===== src/hw/rtl/sector_cache_clock_policy_unit_macros.svh =====
// Assertion macros shared by the sector cache clock policy RTL.
`ifndef SECTOR_CACHE_CLOCK_POLICY_UNIT_MACROS_SVH
`define SECTOR_CACHE_CLOCK_POLICY_UNIT_MACROS_SVH

// Same-cycle implication, checked at every clk edge outside reset.
`define SCC_ASSERT_NOW(lbl, pre, post, msg) \
	lbl: assert property (@(posedge clk) disable iff (!arst_n) (pre) |-> (post)) else $error(msg);

// Next-cycle implication, checked at every clk edge outside reset.
`define SCC_ASSERT_NEXT(lbl, pre, post, msg) \
	lbl: assert property (@(posedge clk) disable iff (!arst_n) (pre) |=> (post)) else $error(msg);

`endif


===== src/hw/rtl/scc_pkg.sv =====
// Shared types and codes of the sector cache clock policy unit.
`default_nettype none

package scc_pkg;

	typedef logic [31:0] sector_t;
	typedef logic [5:0]  slot_t;
	typedef logic [1:0]  kind_t;

	localparam logic  ACT_ACCESS = 1'b0;
	localparam logic  ACT_FLUSH  = 1'b1;

	localparam kind_t KIND_MAIN       = 2'd0;
	localparam kind_t KIND_AHEAD      = 2'd1;
	localparam kind_t KIND_FLUSH_WB   = 2'd2;
	localparam kind_t KIND_FLUSH_NONE = 2'd3;

	typedef struct packed {
		logic    action;
		sector_t sector;
		logic    mark_dirty;
		logic    read_ahead;
	} item_t;

	typedef struct packed {
		kind_t   kind;
		logic    hit;
		slot_t   slot;
		logic    fetch;
		sector_t fetch_sector;
		logic    writeback;
		sector_t writeback_sector;
		logic    is_last;
	} result_t;

	typedef enum logic [1:0] {
		ST_IDLE,
		ST_LOOKUP,
		ST_VICTIM,
		ST_FLUSH
	} state_t;

	// Memory port control: read enable, write enable, and the flag bits to write.
	typedef struct packed {
		logic rd;
		logic wr;
		logic acc;
		logic dirty;
	} mem_cmd_t;

	// Flags of the entry read in the previous cycle, and its tag compare.
	typedef struct packed {
		logic accessed;
		logic dirty;
		logic match;
	} mem_stat_t;

endpackage

`default_nettype wire


===== src/hw/rtl/scc_store.sv =====
// Slot memory of tag, accessed and dirty bits, with registered read and tag compare.
`default_nettype none

module scc_store #(
	parameter int NUM_SLOTS   = 64,
	parameter int SECTOR_BITS = 32,
	localparam int IDXW  = $clog2(NUM_SLOTS),
	localparam int WORDW = SECTOR_BITS + 2
) (
	input  wire                     clk,
	input  scc_pkg::mem_cmd_t       cmd,
	input  wire  [IDXW-1:0]         rd_addr,
	input  wire  [IDXW-1:0]         wr_addr,
	input  wire  [SECTOR_BITS-1:0]  wr_tag,
	input  wire  [SECTOR_BITS-1:0]  key,
	output logic [SECTOR_BITS-1:0]  rd_tag,
	output scc_pkg::mem_stat_t      stat
);

	logic [WORDW-1:0] mem [NUM_SLOTS];
	logic [WORDW-1:0] rd_q;

	// Read before write on the same edge; the sequencer never needs the new word early.
	always_ff @(posedge clk) begin
		if (cmd.wr) begin
			mem[wr_addr] <= {wr_tag, cmd.acc, cmd.dirty};
		end
		if (cmd.rd) begin
			rd_q <= mem[rd_addr];
		end
	end

	assign rd_tag        = rd_q[WORDW-1:2];
	assign stat.accessed = rd_q[1];
	assign stat.dirty    = rd_q[0];
	assign stat.match    = (rd_q[WORDW-1:2] == key);

endmodule

`default_nettype wire


===== src/hw/rtl/sector_cache_clock_policy_unit.sv =====
// Top level of the sector cache clock policy unit: a fully associative tag store of
// NUM_SLOTS slots with second-chance (clock) replacement. Start an operation by raising
// start while busy is low; the word on item is taken at that edge. An access word yields
// one result, or two with read_ahead set (the second for sector + 1, wrapping modulo
// 2**SECTOR_BITS). A flush word yields one result per dirty slot in slot order, or a
// single "nothing dirty" result, and leaves the store empty. Each result sits on result
// for one cycle with result_strobe high; there is no way to hold it off, so sample it
// then. is_last marks the final result of the word. All slot state lives in one memory
// (one read port and one write port, registered read), and every operation is a linear
// scan of it: a lookup reads one slot per cycle until a hit or the fill count.
// A miss on a full store then walks the clock hand from slot 0, clearing accessed bits
// until it meets a slot whose accessed bit is already clear. A read-ahead repeats the
// whole sequence for the next sector. busy drops with the final result, and the next
// word may be accepted in that same cycle. Reset needs no clearing pass: the fill count
// alone decides which slots hold data.
`default_nettype none
`include "sector_cache_clock_policy_unit_macros.svh"

module sector_cache_clock_policy_unit #(
	parameter int NUM_SLOTS   = 64,
	parameter int SECTOR_BITS = 32
) (
	input  wire                clk,
	input  wire                arst_n,
	input  wire                start,
	input  scc_pkg::item_t     item,
	output logic               busy,
	output scc_pkg::result_t   result,
	output logic               result_strobe
);

	localparam int IDXW = $clog2(NUM_SLOTS);
	localparam int CW   = $clog2(NUM_SLOTS + 1);
	localparam logic [CW-1:0]   SLOTS_C  = CW'(NUM_SLOTS);
	localparam logic [IDXW-1:0] LAST_IDX = IDXW'(NUM_SLOTS - 1);

	typedef logic [SECTOR_BITS-1:0] tag_t;

	// Control state.
	scc_pkg::state_t state_q, state_d;
	logic [CW-1:0]   ctr_q, ctr_d;      // next slot to read
	logic [CW-1:0]   fill_q, fill_d;    // filled slots, 0 .. NUM_SLOTS
	logic            pass_q, pass_d;    // working on the read-ahead access
	logic            ahead_q, ahead_d;  // read-ahead requested
	logic            pend_q, pend_d;    // flush: a dirty slot waits to be reported
	logic            strobe_q, strobe_d;
	logic            v_s1;              // read data of idx_s1 is valid this cycle

	// Payload.
	tag_t               sec_q, sec_d;
	logic               mdirty_q, mdirty_d;
	logic [IDXW-1:0]    idx_s1;
	logic [IDXW-1:0]    pend_slot_q, pend_slot_d;
	tag_t               pend_tag_q, pend_tag_d;
	scc_pkg::result_t   res_q, res_d;

	// Memory port.
	scc_pkg::mem_cmd_t  cmd;
	scc_pkg::mem_stat_t stat;
	logic [IDXW-1:0]    wr_addr;
	tag_t               wr_tag;
	tag_t               rd_tag;

	logic issue;
	logic scan_done;
	logic can_issue;
	logic more;

	scc_store #(
		.NUM_SLOTS   (NUM_SLOTS),
		.SECTOR_BITS (SECTOR_BITS)
	) u_store (
		.clk     (clk),
		.cmd     (cmd),
		.rd_addr (ctr_q[IDXW-1:0]),
		.wr_addr (wr_addr),
		.wr_tag  (wr_tag),
		.key     (sec_q),
		.rd_tag  (rd_tag),
		.stat    (stat)
	);

	// Every slot below the fill count has been read and compared.
	assign scan_done = (ctr_q == fill_q) && !v_s1;
	assign can_issue = (ctr_q < fill_q);
	// A read-ahead access still follows the current one.
	assign more      = ahead_q && !pass_q;

	always_comb begin
		state_d     = state_q;
		ctr_d       = ctr_q;
		fill_d      = fill_q;
		pass_d      = pass_q;
		ahead_d     = ahead_q;
		pend_d      = pend_q;
		sec_d       = sec_q;
		mdirty_d    = mdirty_q;
		pend_slot_d = pend_slot_q;
		pend_tag_d  = pend_tag_q;
		res_d       = res_q;
		strobe_d    = 1'b0;
		issue       = 1'b0;
		cmd         = '0;
		wr_addr     = idx_s1;
		wr_tag      = sec_q;

		case (state_q)
			scc_pkg::ST_IDLE: begin
				if (start) begin
					sec_d    = tag_t'(item.sector);
					mdirty_d = item.mark_dirty;
					ahead_d  = item.read_ahead;
					pass_d   = 1'b0;
					pend_d   = 1'b0;
					ctr_d    = '0;
					state_d  = (item.action == scc_pkg::ACT_FLUSH) ?
						scc_pkg::ST_FLUSH : scc_pkg::ST_LOOKUP;
				end
			end

			scc_pkg::ST_LOOKUP: begin
				if (v_s1 && stat.match) begin
					// Hit: set accessed, OR in the dirty request.
					cmd.wr    = 1'b1;
					cmd.acc   = 1'b1;
					cmd.dirty = stat.dirty | mdirty_q;
					wr_addr   = idx_s1;
					res_d     = '0;
					res_d.kind    = pass_q ? scc_pkg::KIND_AHEAD : scc_pkg::KIND_MAIN;
					res_d.hit     = 1'b1;
					res_d.slot    = scc_pkg::slot_t'(idx_s1);
					res_d.is_last = !more;
					strobe_d      = 1'b1;
				end else if (scan_done) begin
					if (fill_q != SLOTS_C) begin
						// Miss with room: take the next free slot.
						cmd.wr    = 1'b1;
						cmd.acc   = 1'b1;
						cmd.dirty = mdirty_q;
						wr_addr   = fill_q[IDXW-1:0];
						fill_d    = fill_q + 1'b1;
						res_d     = '0;
						res_d.kind         = pass_q ? scc_pkg::KIND_AHEAD : scc_pkg::KIND_MAIN;
						res_d.slot         = scc_pkg::slot_t'(fill_q[IDXW-1:0]);
						res_d.fetch        = 1'b1;
						res_d.fetch_sector = scc_pkg::sector_t'(sec_q);
						res_d.is_last      = !more;
						strobe_d           = 1'b1;
					end else begin
						// Full: start the clock hand at slot 0.
						ctr_d   = '0;
						state_d = scc_pkg::ST_VICTIM;
					end
				end else if (can_issue) begin
					issue = 1'b1;
					ctr_d = ctr_q + 1'b1;
				end
			end

			scc_pkg::ST_VICTIM: begin
				if (v_s1 && !stat.accessed) begin
					// Victim found: replace, report its old dirty contents.
					cmd.wr    = 1'b1;
					cmd.acc   = 1'b1;
					cmd.dirty = mdirty_q;
					wr_addr   = idx_s1;
					res_d     = '0;
					res_d.kind             = pass_q ? scc_pkg::KIND_AHEAD : scc_pkg::KIND_MAIN;
					res_d.slot             = scc_pkg::slot_t'(idx_s1);
					res_d.fetch            = 1'b1;
					res_d.fetch_sector     = scc_pkg::sector_t'(sec_q);
					res_d.writeback        = stat.dirty;
					res_d.writeback_sector = stat.dirty ? scc_pkg::sector_t'(rd_tag) : '0;
					res_d.is_last          = !more;
					strobe_d               = 1'b1;
				end else begin
					if (v_s1) begin
						// Second chance: drop the accessed bit, keep tag and dirty.
						cmd.wr    = 1'b1;
						cmd.acc   = 1'b0;
						cmd.dirty = stat.dirty;
						wr_addr   = idx_s1;
						wr_tag    = rd_tag;
					end
					issue = 1'b1;
					ctr_d = (ctr_q[IDXW-1:0] == LAST_IDX) ? '0 : ctr_q + 1'b1;
				end
			end

			scc_pkg::ST_FLUSH: begin
				if (can_issue) begin
					issue = 1'b1;
					ctr_d = ctr_q + 1'b1;
				end
				if (v_s1 && stat.dirty) begin
					// Report the held dirty slot now that a later one exists.
					if (pend_q) begin
						res_d = '0;
						res_d.kind             = scc_pkg::KIND_FLUSH_WB;
						res_d.slot             = scc_pkg::slot_t'(pend_slot_q);
						res_d.writeback        = 1'b1;
						res_d.writeback_sector = scc_pkg::sector_t'(pend_tag_q);
						strobe_d               = 1'b1;
					end
					pend_d      = 1'b1;
					pend_slot_d = idx_s1;
					pend_tag_d  = rd_tag;
				end
				if (scan_done) begin
					res_d = '0;
					if (pend_q) begin
						res_d.kind             = scc_pkg::KIND_FLUSH_WB;
						res_d.slot             = scc_pkg::slot_t'(pend_slot_q);
						res_d.writeback        = 1'b1;
						res_d.writeback_sector = scc_pkg::sector_t'(pend_tag_q);
					end else begin
						res_d.kind = scc_pkg::KIND_FLUSH_NONE;
					end
					res_d.is_last = 1'b1;
					strobe_d      = 1'b1;
					pend_d        = 1'b0;
					fill_d        = '0;
					state_d       = scc_pkg::ST_IDLE;
				end
			end

			default: begin
				state_d = scc_pkg::ST_IDLE;
			end
		endcase

		// After an access result: advance to the read-ahead sector or go idle.
		if (strobe_d && (state_q == scc_pkg::ST_LOOKUP || state_q == scc_pkg::ST_VICTIM)) begin
			if (more) begin
				pass_d  = 1'b1;
				sec_d   = sec_q + 1'b1;
				ctr_d   = '0;
				state_d = scc_pkg::ST_LOOKUP;
			end else begin
				state_d = scc_pkg::ST_IDLE;
			end
		end

		cmd.rd = issue;
	end

	always_ff @(posedge clk or negedge arst_n) begin
		if (!arst_n) begin
			state_q  <= scc_pkg::ST_IDLE;
			ctr_q    <= '0;
			fill_q   <= '0;
			pass_q   <= 1'b0;
			ahead_q  <= 1'b0;
			pend_q   <= 1'b0;
			strobe_q <= 1'b0;
			v_s1     <= 1'b0;
		end else begin
			state_q  <= state_d;
			ctr_q    <= ctr_d;
			fill_q   <= fill_d;
			pass_q   <= pass_d;
			ahead_q  <= ahead_d;
			pend_q   <= pend_d;
			strobe_q <= strobe_d;
			v_s1     <= issue;
		end
	end

	always_ff @(posedge clk) begin
		sec_q       <= sec_d;
		mdirty_q    <= mdirty_d;
		pend_slot_q <= pend_slot_d;
		pend_tag_q  <= pend_tag_d;
		res_q       <= res_d;
		if (issue) begin
			idx_s1 <= ctr_q[IDXW-1:0];
		end
	end

	assign busy          = (state_q != scc_pkg::ST_IDLE);
	assign result        = res_q;
	assign result_strobe = strobe_q;

	`SCC_ASSERT_NOW(a_fill_in_range, 1'b1, fill_q <= SLOTS_C, "fill count beyond slot count")
	`SCC_ASSERT_NEXT(a_idle_quiet, !busy, !result_strobe, "result word while idle")
	`SCC_ASSERT_NOW(a_flush_empties, result_strobe && result.is_last && (result.kind == scc_pkg::KIND_FLUSH_WB || result.kind == scc_pkg::KIND_FLUSH_NONE), fill_q == '0, "store not empty after flush")
	`SCC_ASSERT_NOW(a_read_in_scan, v_s1, state_q != scc_pkg::ST_IDLE, "read data pending while idle")

endmodule

`default_nettype wire

===== config.mk =====
export PLATFORM = sky130hd
export DESIGN_NAME = sector_cache_clock_policy_unit
export DESIGN_NICKNAME = d
export VERILOG_FILES = /design/src/hw/rtl/scc_pkg.sv /design/src/hw/rtl/scc_store.sv /design/src/hw/rtl/sector_cache_clock_policy_unit.sv
export VERILOG_INCLUDE_DIRS = /design/src /design/src/hw/rtl
export SDC_FILE = /design/constraint.sdc
export NUM_CORES = 2
export LEC_CHECK = 0
export BUFFER_PORTS_ARGS = -buffer_cell sky130_fd_sc_hd__buf_2
export CAP_MARGIN = 20
export CORE_MARGIN = 2
export CORE_UTILIZATION = 45
export CTS_CLUSTER_DIAMETER = 150
export CTS_CLUSTER_SIZE = 25
export DETAILED_ROUTE_END_ITERATION = 8
export SETUP_SLACK_MARGIN = 0.2
export SLEW_MARGIN = 20
export SYNTH_ARGS = -nofsm -noshare
export SYNTH_HDL_FRONTEND = slang
export SYNTH_SLANG_ARGS = --single-unit

===== constraint.sdc =====
create_clock -name clk -period 5.3 [get_ports clk]
set_input_delay 1.06 -clock clk [delete_from_list [all_inputs] [get_ports clk]]
set_output_delay 1.06 -clock clk [all_outputs]
set_load 0.05 [all_outputs]

==> After elaboration in Yosys (flattened, before gate mapping) <==
Memory sizes are Yosys's and may differ from the RTL's. A register that Yosys moved wholly into a read port is not among the register bits.
Cells that the tools add are included.
{ "word_totals": {"regBits": 174, "ramBits": 2176, "output_inout_bits": 78, "memories": 1} }
{ "classes": {"add_sub_neg": 3, "magnitude_cmp": 1, "eq_ne": 22, "mux": 77, "bitwise": 1, "n_reduce_logical": 23} }
{ "mem_list": {"columns": ["memory", "depth", "width", "rd", "rd_ports_with_merged_regs", "wr", "line_no", "source"], "rows": [
  ["u_store.mem", 64, 34, 1, 1, 1, "scc_store.sv:20", "logic [WORDW-1:0] mem [NUM_SLOTS];"]
]} }
{ "ops": {"columns": ["op", "count"], "rows": [
  ["2-to-1 mux 76 bit", 7],
  ["2-to-1 mux 32 bit", 8],
  ["case mux 76 bit (3 select lines)", 1],
  ["2-to-1 mux 7 bit", 13],
  ["2-to-1 mux 33 bit", 1],
  ["adder 32 x 1 -> 32 bit, second input constant", 1],
  ["== test 32 bit", 1],
  ["2-to-1 mux 6 bit", 5],
  ["case mux 7 bit (4 select lines)", 1],
  ["2-to-1 mux 1 bit", 23],
  ["!= test 3 bit, second input constant", 6],
  ["2-to-1 mux 3 bit", 5],
  ["adder 7 x 1 -> 7 bit, second input constant", 2],
  ["2-to-1 mux 2 bit", 7],
  ["case mux 7 bit (2 select lines)", 1],
  ["!= test 2 bit, second input constant", 6],
  ["AND reduction 6 bit", 2],
  ["!= test 3 x 2 -> 1 bit, second input constant", 3],
  ["== test 7 bit", 1],
  ["< comparator 7 bit", 1],
  ["!= test 7 bit, second input constant", 1],
  ["== test 6 bit, second input constant", 1],
  ["logical AND 1 bit", 6],
  ["case mux 1 bit (3 select lines)", 2],
  ["15 further kinds", 22]
]} }

==> Depth between registers and ports, before layout <==
{ "depth": {"depth_word": 8, "depth_mapped": 14, "mapped_depth_nobuf": 9} }

==> Hierarchy <==
Synthesis repeated with hierarchy kept, for this count alone.
{ "hier_totals": {"hier_cells": 4481, "hier_area_um2": 92732.7} }
{ "by_module_without_submodules": {"columns": ["module", "n_inst", "cells_per_inst", "area_per_inst_um2"], "rows": [
  ["scc_store", 1, 3787, 84472.3],
  ["sector_cache_clock_policy_unit", 1, 694, 8260.4]
]} }

==> Worst setup path after synthesis <==
No wires, ideal clock.
{ "synth_timing": {"path_kind": "reg2reg", "from": "reg ctr_q[0]", "to": "mem u_store.mem[33][0] (netlist name) (enable)", "setup_time_ns": 0.425, "arrival_ns": 4.370, "setup_slack_ns": 0.505, "stages_incl_launch_ff": 14, "path_cell_list": "dfrtp_1 > buf_2 > buf_6 > buf_2 > inv_1 > ha_1 > nand4_1 > or3_4 > nor3_4 > buf_2 > buf_2 > mux2i_1 > nand2_1 > nor2_1"} }
{ "synth_via": {"elab_chain_len": 7, "elab_cells_between_ends": 10, "classes_between": "eq/ne (1); mux (8); reduce/logical (1)"} }
{ "synth_rtl": {"columns": ["item", "line_no", "source"], "rows": [
  ["from (decl)", "sector_cache_clock_policy_unit.sv:41", "logic [CW-1:0] ctr_q, ctr_d;"],
  ["from (signal assigned)", "sector_cache_clock_policy_unit.sv:259", "ctr_q <= ctr_d;"],
  ["== test 7 bit (*)", "sector_cache_clock_policy_unit.sv:84", "assign scan_done = (ctr_q == fill_q) && !v_s1;"],
  ["logical AND 1 bit (*)", "sector_cache_clock_policy_unit.sv:84", null],
  ["2-to-1 mux 3 bit", "sector_cache_clock_policy_unit.sv:134", "end else if (scan_done) begin"],
  ["2-to-1 mux 3 bit", "sector_cache_clock_policy_unit.sv:122", "if (v_s1 && stat.match) begin"],
  ["case mux 3 bit (2 select lines)", "sector_cache_clock_policy_unit.sv:107", "case (state_q)"],
  ["2-to-1 mux 1 bit", "scc_store.sv:25", "if (cmd.wr) begin"],
  ["2-to-1 mux 1 bit (not written as such)", "scc_store.sv:26", "mem[wr_addr] <= {wr_tag, cmd.acc, cmd.dirty};"],
  ["to (decl)", "scc_store.sv:20", null]
]} }
Every way passes the cells marked *; elsewhere a longest branch is shown, timed or not.

==> Worst setup path after layout <==
{ "layout_timing": {"from": "reg u_store.rd_q[25], read port of u_store.mem", "to": "mem u_store.mem[8][18] (netlist name) (enable)"} }
{ "layout_via": {"elab_chain_len": 6, "elab_cells_between_ends": 8, "classes_between": "eq/ne (1); mux (6); reduce/logical (1)"} }
{ "layout_rtl": {"columns": ["item", "line_no", "source"], "rows": [
  ["from (decl)", "scc_store.sv:21", "logic [WORDW-1:0] rd_q;"],
  ["== test 32 bit (*)", "scc_store.sv:36", "assign stat.match = (rd_q[WORDW-1:2] == key);"],
  ["logical AND 1 bit (*)", "sector_cache_clock_policy_unit.sv:122", null],
  ["2-to-1 mux 3 bit", "sector_cache_clock_policy_unit.sv:122", null],
  ["case mux 3 bit (2 select lines)", "sector_cache_clock_policy_unit.sv:107", null],
  ["2-to-1 mux 1 bit", "scc_store.sv:25", null],
  ["2-to-1 mux 1 bit (not written as such)", "scc_store.sv:26", null]
]} }
Marks and branches as above.

==> out/results.tsv <==
stage	metric	value	unit
worst_setup_path	Worst Path Buf+Inv	1	
clocking	CTS tree	yes	
clocking	hold_buf cts	0	
worst_setup_path	slowest cell delay on critical path	0.62	ns
pwr	PD cells	525.9	nW/um^2
hold_path	hold crit path type	input pin to async pin	
layout	fraction of layout cells with a size suffix above 1	0.3073	
worst_setup_path	Critical Path End	u_store.mem[8][18]	
sta	fin crit period	4.127	ns
clocking	htree depth	3	
layout	Area growth syn-to-layout	9.336	%
sta	Max Clock Freq	242.3	MHz
grt	met2 GRT Util	0.3393	
placed_design	count of input and output buffers	115	
worst_setup_path	critical path depth	8	
pwr	total power	53020	uW
synthesis	Syn Area/Cell	23.53	um^2
placed_design	global placer's final weighted congestion	0.8601	
worst_setup_path	R2R cell count	8	
detailed_routing	drt wl/cell	33.64	um
layout	commonest non-fill, non-tap cell in the layout	edfxtp_1	
sta	final hold violation count	0	
sta	fin crit share	0.7786	
worst_setup_path	delay-heaviest family, CP	simple AND/OR/NAND/NOR gates	
synthesis	Post-Syn Nets	3972	
worst_setup_path	Crit-path slowest cell	edfxtp_1	
detailed_routing	total routed wirelength	230600	um
floorplan	DIE AREA	208500	um^2
clocking	setup bufs post-CTS	0	
pwr	Sw Ratio	0.3423	
worst_setup_path	worst r2r src	u_store.rd_q[25]	
synthesis	ys async rst share	0.008809	
pwr	Net Switching	18150	uW
detailed_routing	Final ANT Viol Nets	0	
synthesis	Main synth FF type	edfxtp_1	
clocking	clock slew at reported path FFs	0.10	ns
detailed_routing	First DRT Iteration DRCs	5182	
grt	grt total ovfl	0	
pwr	Peak VDD IR	0.4253	mV
worst_setup_path	WS Path Type	flip-flop to flip-flop	
pwr	Flop pwr share	0.490	
clocking	worst skew pair latency	0.78	ns
pwr	leakage	0.02994	uW
sta	Setup-failing EPs final	0	
pwr	Gate power share	0.334	
clocking	Clock Sinks	2384	
floorplan	Initial Util	0.4516	
grt	initial antenna violation count	23	
clocking	CTS resizes	0	
clocking	Root Driver	clkbuf_16	
floorplan	die width	456.7	um
worst_setup_path	Worst R2R End	u_store.mem[8][18]	
synthesis	Synth Cell Area	92200	um^2
placed_design	Placement Setup Slack	1.176	ns
layout	most frequent cells in the layout	edfxtp_1, mux4_2, buf_4	
grt	busiest layer in global routing	met2	
grt	vias in the first global route	42173	
grt	Global Route Usage Sum	0.2202	
detailed_routing	drc violations	0	
layout	Final nets	4183	
floorplan	# IOs	116	
detailed_routing	vias per inst	6.164	
sta	worst setup margin	1.173	ns
synthesis	Seq cells post-synth	2384	
floorplan	Rows	166	
worst_setup_path	largest fanout on the critical path	34	
sta	max_slew headroom	0.2489	
detailed_routing	drt first pass iters	6	
pwr	Int Pwr	34870	uW
synthesis	Post-synth EDFFs	2331	
detailed_routing	detailed-route via count	42256	
worst_setup_path	Worst EP required	5.70	ns
worst_setup_path	worst-path cell chain	xnor2_1 -> nand4_1 -> nor4_1 -> a41oi_1 -> o22ai_1 -> nand2_1 -> nor2_4 -> buf_4	
grt	first-pass GRT wire length	324400	um
worst_setup_path	crit path DAT	4.53	ns
floorplan	die height	456.7	um
grt	met1 GRT Util	0.3144	
outcome	status	completed	
sta	Slew Limit Fails	0	
grt	M3 GR Usage	0.05713	
floorplan	Core Area	204200	um^2
worst_setup_path	CP startpoint	u_store.rd_q[25]	
synthesis	area leader, netlist	edfxtp_1	
synthesis	top cell type's share of synthesized area	0.7592	
worst_setup_path	crit path capture type	flip-flop	
synthesis	ranking of synthesized cells by area	edfxtp_1, mux4_2, dfxtp_1	
sta	worst-margin pin slew	1.127	ns
pwr	Clock Power Share	0.176	
sta	clock skew	0.03051	ns
worst_setup_path	Reg2Reg Setup Slack	1.17	ns
sta	RSZ-0062 raised after global routing	no	
synthesis	synth warn	0	
clocking	Max clock buf depth	3	
placed_design	Detail Placement HPWL	135100	um
synthesis	cell count after synthesis	3918	
worst_setup_path	CP startpoint kind	flip-flop	
run	MaxCap Viol Count	0	
clocking	TritonCTS Buffers	105	
synthesis	synth unique cells	67	
sta	final setup TNS	0	ns
synthesis	sequential area share after synthesis	0.7718	
grt	largest net degree at the start of global routing	136	
power groups by stage:
stage,logic [uW],registers [uW],clock network (uW)
after global routing,18700,26000,10200
after global placement,17600,26400,0
after CTS,17800,25900,9570
after detailed placement,17800,26400,0
after floorplan,9810,27000,0
final,17700,26000,9350
cell type report:
class | count | area (um^2)
Multi-Input combinational cell | 1303 | 20630
Inverter | 23 | 86.33
Fill cell | 16035 | 103400
Sequential cell | 2384 | 71180
Antenna cell | 2 | 5.005
Clock buffer | 141 | 2869
Tap cell | 2688 | 3363
Timing Repair Buffer | 312 | 2643
Clock inverter | 2 | 32.53
cells by family after synthesis:
logic type | after synthesis | synth area share
compound gates | 176 | 0.01514
xor+xnor | 28 | 0.002660
fa+ha+maj | 16 | 0.002171
buf+inv | 231 | 0.01069
flops | 2384 | 0.7718
mux | 758 | 0.1797
simple gates | 325 | 0.01786
stage by stage:
stage	cell area, um^2	cells	hold slack, ns	utilization
finish	100800	6855	0.2941	0.4938
global placement	97880	6710	0.4587	0.4794
detailed placement	97880	6710	0.4680	0.4794
global route	100800	6854	0.2844	0.4937
CTS	100800	6853	0.2459	0.4936
floorplan	92200	3918	0.4379	-
metal layers:
layer,up-vias,share of wire
li1,17112,-
met1,23139,0.41
met2,1682,0.47
met3,311,0.091
met4,12,0.029
met5,-,0.00035
worst min path at each step:
stage	from	endpoint	slack [ns]	cells after the start
after CTS	arst_n	ctr_q[5]	0.25	1
final	arst_n	ctr_q[5]	0.29	1
after global routing	arst_n	ctr_q[3]	0.28	1
after floorplan	ahead_q	ahead_q	0.44	2
after global placement	ahead_q	ahead_q	0.46	2
after detailed placement	ahead_q	ahead_q	0.47	2
synth_stat cells, drive strengths merged (5+ instances only):
master	count
a211oi	23
a21oi	18
a221o	6
a22o	33
a22oi	8
a311oi	18
a31oi	7
and2	12
and3	16
and4	5
buf	81
clkbuf	127
dfrtp	21
dfxtp	32
edfxtp	2331
ha	16
inv	21
mux2	35
mux2i	9
mux4	714
nand2	42
nand2b	9
nand3	22
nand4	21
nor2	110
nor2b	36
nor3	34
nor4	5
o21ai	23
o221a	8
or3	5
xnor2	28
flip-flops by register name (all words and copies together) (netlist names), 2 cells and up:
| register | count |
|---|---|
| pend_tag_q | 32 |
| ctr_q | 7 |
| result | 76 |
| state_q | 2 |
| u_store.mem | 2176 |
| pend_slot_q | 6 |
| u_store.rd_q | 34 |
| idx_s1 | 6 |
| sec_q | 32 |
| fill_q | 7 |
worst register-to-register path: cells and delay by family (launching register included):
kind | cells | cell delay (ns)
buffers and inverters | 1 | 0.59
AO/OA/AOI/OAI | 2 | 0.58
flip-flops | 1 | 0.62
XOR/XNOR | 1 | 0.48
AND/OR/NAND/NOR | 4 | 1.46
(Power assumes the default switching activity.)
